===== config.mk =====
export PLATFORM = sky130hd
export DESIGN_NAME = vat_lane
export DESIGN_NICKNAME = d
export VERILOG_FILES = /design/src/sv/assert_macros.svh /design/src/sv/vat_pkg.sv /design/src/sv/vat_lane.sv
export SDC_FILE = /design/constraint.sdc
export NUM_CORES = 2
export LEC_CHECK = 0
export BUFFER_PORTS_ARGS = -buffer_cell sky130_fd_sc_hd__buf_4
export CAP_MARGIN = 20
export CORE_MARGIN = 3
export CORE_UTILIZATION = 45
export CTS_CLUSTER_DIAMETER = 80
export DETAILED_ROUTE_END_ITERATION = 10
export MAX_ROUTING_LAYER = met4
export PLACE_DENSITY = 0.7
export SYNTH_ARGS = -nofsm -noshare
export SYNTH_HDL_FRONTEND = slang
export SYNTH_SLANG_ARGS = --single-unit

===== constraint.sdc =====
create_clock -name clock -period 11 [get_ports clock]
set_clock_uncertainty 0.2 [all_clocks]
set_input_delay 1.1 -clock clock [delete_from_list [all_inputs] [get_ports clock]]
set_output_delay 1.1 -clock clock [all_outputs]
set_load 0.02 [all_outputs]

===== src/sv/assert_macros.svh =====
// ----------------------------------------------------------------------------
// Assertion macros
// Shared concurrent assertion wrappers, clocked on clock; ASSERT_CLKD is also reset-qualified.
// ----------------------------------------------------------------------------
`ifndef ASSERT_MACROS_SVH
`define ASSERT_MACROS_SVH

// Check prop at every rising clock edge outside reset.
`define ASSERT_CLKD(lbl, prop, msg) \
   lbl: assert property (@(posedge clock) disable iff (reset) (prop)) else $error(msg);

// Check prop at every rising clock edge, reset included.
`define ASSERT_ALWAYS(lbl, prop, msg) \
   lbl: assert property (@(posedge clock) (prop)) else $error(msg);

`endif


===== src/sv/vat_pkg.sv =====
// ----------------------------------------------------------------------------
// vat_pkg
// Widths, register and operation codes, and lane types for the vertex
// affine transform core.
// ----------------------------------------------------------------------------
package vat_pkg;

   localparam int COORD_W   = 32;
   localparam int FRAC_BITS = 16;
   localparam int TRIG_W    = 18;
   localparam int PROD_A_W  = 2 * COORD_W;
   localparam int PROD_B_W  = COORD_W + TRIG_W;
   localparam int SUM_W     = PROD_A_W + 1;

   // 1.0 in the coordinate and trig formats
   localparam logic signed [COORD_W-1:0] ONE_COORD = COORD_W'(1) << FRAC_BITS;
   localparam logic signed [TRIG_W-1:0]  ONE_TRIG  = TRIG_W'(1) << FRAC_BITS;
   localparam logic signed [SUM_W-1:0]   HALF_LSB  = SUM_W'(1) << (FRAC_BITS - 1);

   // Operation codes
   localparam logic [2:0] OP_MOVE_X   = 3'd0;
   localparam logic [2:0] OP_MOVE_Y   = 3'd1;
   localparam logic [2:0] OP_MOVE_Z   = 3'd2;
   localparam logic [2:0] OP_ROTATE_X = 3'd3;
   localparam logic [2:0] OP_ROTATE_Y = 3'd4;
   localparam logic [2:0] OP_ROTATE_Z = 3'd5;
   localparam logic [2:0] OP_SCALE    = 3'd6;

   // Register indexes
   localparam int CSR_ADDR_W = 5;
   localparam logic [2:0] REG_OPERATION    = 3'd0;
   localparam logic [2:0] REG_SHIFT_OFFSET = 3'd1;
   localparam logic [2:0] REG_COSINE_VALUE = 3'd2;
   localparam logic [2:0] REG_SINE_VALUE   = 3'd3;
   localparam logic [2:0] REG_SCALE_RATIO  = 3'd4;

   // One output axis: a*ka +/- b*kb
   typedef struct packed {
      logic signed [COORD_W-1:0] a;
      logic signed [COORD_W-1:0] ka;
      logic signed [COORD_W-1:0] b;
      logic signed [TRIG_W-1:0]  kb;
      logic                      sub;
   } lane_operand_type;

   typedef struct packed {
      logic ld_mul;
      logic ld_out;
   } lane_ctrl_type;

endpackage


===== src/sv/vat_lane.sv =====
// ----------------------------------------------------------------------------
// vat_lane
// One coordinate lane: two products, then sum, round half up and saturate.
// ----------------------------------------------------------------------------
module vat_lane
   import vat_pkg::*;
(
   input  logic                      clock,
   input  lane_ctrl_type             ctrl,
   input  lane_operand_type          opnd,
   output logic signed [COORD_W-1:0] result,
   output logic                      clip
);

   localparam int HI_W = SUM_W - (FRAC_BITS + COORD_W - 1);

   logic signed [PROD_A_W-1:0] prod_a_ff;
   logic signed [PROD_B_W-1:0] prod_b_ff;
   logic                       sub_ff;
   logic signed [COORD_W-1:0]  result_ff;
   logic                       clip_ff;

   logic signed [SUM_W-1:0]    sum_in;
   logic [HI_W-1:0]            hi_bits;
   logic                       ovf;
   logic signed [COORD_W-1:0]  result_in;

   always_ff @(posedge clock) begin
      if (ctrl.ld_mul) begin
         prod_a_ff <= opnd.a * opnd.ka;
         prod_b_ff <= opnd.b * PROD_B_W'(opnd.kb);
         sub_ff    <= opnd.sub;
      end
   end

   always_comb begin
      if (sub_ff) begin
         sum_in = SUM_W'(prod_a_ff) - SUM_W'(prod_b_ff) + HALF_LSB;
      end else begin
         sum_in = SUM_W'(prod_a_ff) + SUM_W'(prod_b_ff) + HALF_LSB;
      end
      // bits above the kept window must all match the sign
      hi_bits = sum_in[SUM_W-1 -: HI_W];
      ovf     = (hi_bits != '0) && (hi_bits != '1);
      if (!ovf) begin
         result_in = sum_in[FRAC_BITS +: COORD_W];
      end else if (sum_in[SUM_W-1]) begin
         result_in = {1'b1, {(COORD_W-1){1'b0}}};
      end else begin
         result_in = {1'b0, {(COORD_W-1){1'b1}}};
      end
   end

   always_ff @(posedge clock) begin
      if (ctrl.ld_out) begin
         result_ff <= result_in;
         clip_ff   <= ovf;
      end
   end

   assign result = result_ff;
   assign clip   = clip_ff;

endmodule


==> results.py <==
metrics = {
    "outcome": {
        "status": "completed",
    },
    "clock_tree": {
        "clock_latency_ns": 0.48,
        "root_buffer": "clkbuf_16",
        "h-tree-depth": 4,
        "cts_setup_buffers": 0,
        "cts.sinks": 148,
        "cts_buffers": 17,
        "cts_tree": "yes",
        "cts.clk_slew.worst_paths_ns": 0.07,
        "hold_buffers": 0,
        "clockBufferDepth": 2,
        "ctsResizeCount": 0,
    },
    "worst_setup_path": {
        "crit_path_top_delay_cell": "fa_1",
        "end_kind": "flip-flop",
        "start_kind": "input port",
        "timing.rr.start": "prod_b_ff[49]",
        "crit_arrival_ns": 9.40,
        "crit_top_cell": "fa_1",
        "critPathKind": "input port to flip-flop",
        "setup.worst_path.start": "opnd[57]",
        "cp.required_ns": 11.02,
        "worstPathMaxFanout": 32,
        "cp_slowest_stage_delay_ns": 0.87,
    },
    "synth": {
        "synth_fa_ha_area_share_pct": 56.8,
        "yosys.area_share.simple_pct": 15.8,
        "async_flop_share_pct": 0,
        "synth_nets": 9968,
        "synth_area_per_cell_um2": 9.11,
        "synth_edf_count": 148,
        "synth_flop_cell": "edfxtp_1",
        "synth_top_family_by_area": "adder cells",
        "ys_types": 89,
        "synthMuxAreaShare_pct": 0.222,
        "yosys.area_share.xor_xnor_pct": 2.53,
        "ys_seq_area_share_pct": 6.37,
        "synth_top_area_share_pct": 46.9,
        "synthMostInstantiatedCell": "inv_1",
        "synth-seq-cells": 148,
        "synth_top_area_cell": "fa_1",
        "synth_area_um2": 69800,
        "synth-compound-area-share_pct": 7.17,
        "synth.area.top_cells": "fa_1, ha_1, inv_1",
        "synth_cells": 7660,
        "synth_warnings": 0,
        "synth_common_cells": "inv_1, fa_1, nand2_1",
    },
    "floorplan": {
        "start_util_pct": 45.6,
        "die_y_um": 400,
        "die-area_um2": 160000,
        "io_pins": 151,
        "die_w_um": 400,
        "core_area_um2": 153000,
        "row_count": 143,
    },
    "sta": {
        "relSlewSlack_pct": 30.0,
        "final-max-slew-violation-count": 0,
        "post-route-period-util_pct": 85.2,
        "fin_crit_ns": 9.37,
        "setup_viol": 0,
        "worstMarginPinSlew_ns": 1.04,
        "tns_ns": 0,
        "hold_viol": 0,
        "rsz0062_at_grt": "false",
        "max_freq_ghz": 0.107,
    },
    "placement": {
        "finalWeightedCongestion": 0.953,
        "port_buffers": 150,
        "dpl.hpwl_mm": 158,
    },
    "routing": {
        "drc": 0,
        "route.layer.met1.wl_mm": 79.8,
        "top_layer_used": "met4",
        "wl_met3_mm": 10.9,
        "drt_first_pass_iters": 6,
        "via_count": 51800,
        "dr.first_iter.drc_count": 3557,
        "wl_mm": 193,
        "detailroute.wirelength.met2_mm": 94.5,
        "detail-route-antenna-nets": 0,
        "wire_per_inst_um": 20.3,
        "drt-vias-per-instance": 5.45,
    },
    "finish": {
        "area_growth_pct": 4.05,
        "finalNetCount": 9758,
        "drive_gt1_share_pct": 3.07,
    },
    "global_route": {
        "grt.total_usage_pct": 25.8,
        "grt-ovfl-total": 0,
        "grt_pass1_wl_mm": 313,
        "grt_pass1_vias": 57000,
        "antenna_found_initial": 1,
        "grt_max_degree": 65,
    },
    "worst_hold_path": {
        "hold_class": "input port to flip-flop",
        "hp-start": "opnd[0]",
    },
    "flow_run": {
        "maxCapViolations": 0,
    },
}
logic make-up after synthesis:
logic type,after synthesis
AO/OA/AOI/OAI,794
buffers and inverters,2051
AND/OR/NAND/NOR,2260
flip-flops,148
multiplexers,15
XOR/XNOR,202
adder cells (fa/ha/maj),2190
layout make-up:
class                      instances  area [um2]
fill                           14400       80300
multi-input combinational       5461       57600
inverter                        1664        6250
sequential                       148        4440
tap                             2030        2540
timing repair buffer             158        1190
clock buffer                      18         429
clock inverter                    14         158
antenna                            2        5.00
sequential cells by signal, summed over array words and instances, names as in the netlist:
register / count
clip: 1
prod_a_ff: 64
prod_b_ff: 50
result: 32
sub_ff: 1
per-stage QoR:
step | cells | worst slack (ns) | util [%] | hold WS [ns] | area (um2)
2_1_floorplan | 7660 | 2.21 | - | 0.866 | 69800
3_3_place_gp | 9461 | 1.33 | 47.1 | 0.872 | 72000
3_5_place_dp | 9461 | 1.22 | 47.1 | 0.887 | 72000
4_1_cts | 9493 | 1.67 | 47.5 | 0.614 | 72600
5_1_grt | 9493 | 1.10 | 47.5 | 0.620 | 72600
6_report | 9495 | 1.63 | 47.5 | 0.621 | 72600
worst max-delay path: cells and delay by family:
kind                     cells  cell delay, ns
buffers and inverters        6            1.30
AO/OA/AOI/OAI                8            1.69
AND/OR/NAND/NOR              2            0.41
adder cells (fa/ha/maj)      9            4.69
XOR/XNOR                     1            0.14
cell usage in the layout, fill, tap and decap left out, types with 7 or more instances in the layout:
master     instances
inv_1           1664
fa_1            1635
nand2_1         1076
and2_1           688
ha_1             555
a21oi_1          258
nor2_1           169
buf_4            158
o21ai_0          150
edfxtp_1         148
xnor2_1          137
a21o_1           104
xor2_1            65
nand4_1           55
nand2b_1          54
nor2b_1           45
nand3_1           44
o21ai_1           38
nor3_1            37
o21a_1            34
o21bai_1          27
a31oi_1           26
and3_1            24
a211oi_1          22
o211ai_1          20
o31ai_1           17
clkbuf_16         17
nor3b_1           12
mux2i_1           11
o2111ai_1         10
nor4_1             9
or3_1              8
or2_2              8
a311oi_1           7
path summary, 6_finish.rpt:
path / to / slack, ns / cells after the start
hold reg to reg: result[29] / 0.91 / 4
hold / removal: sub_ff / 0.62 / 1
setup / recovery: prod_a_ff[63] / 1.63 / 26
setup reg to reg: clip / 4.05 / 16
layer usage:
metal | vias to the layer above | GRT usage [%]
met5 | - | -
met4 | 0 | 8.52
met3 | 397 | 2.49
met2 | 1822 | 42.9
met1 | 26900 | 33.1
li1 | 22600 | -
Power is not shown: default switching activity piles up to over one toggle a cycle in this logic, so the estimate is an artifact.
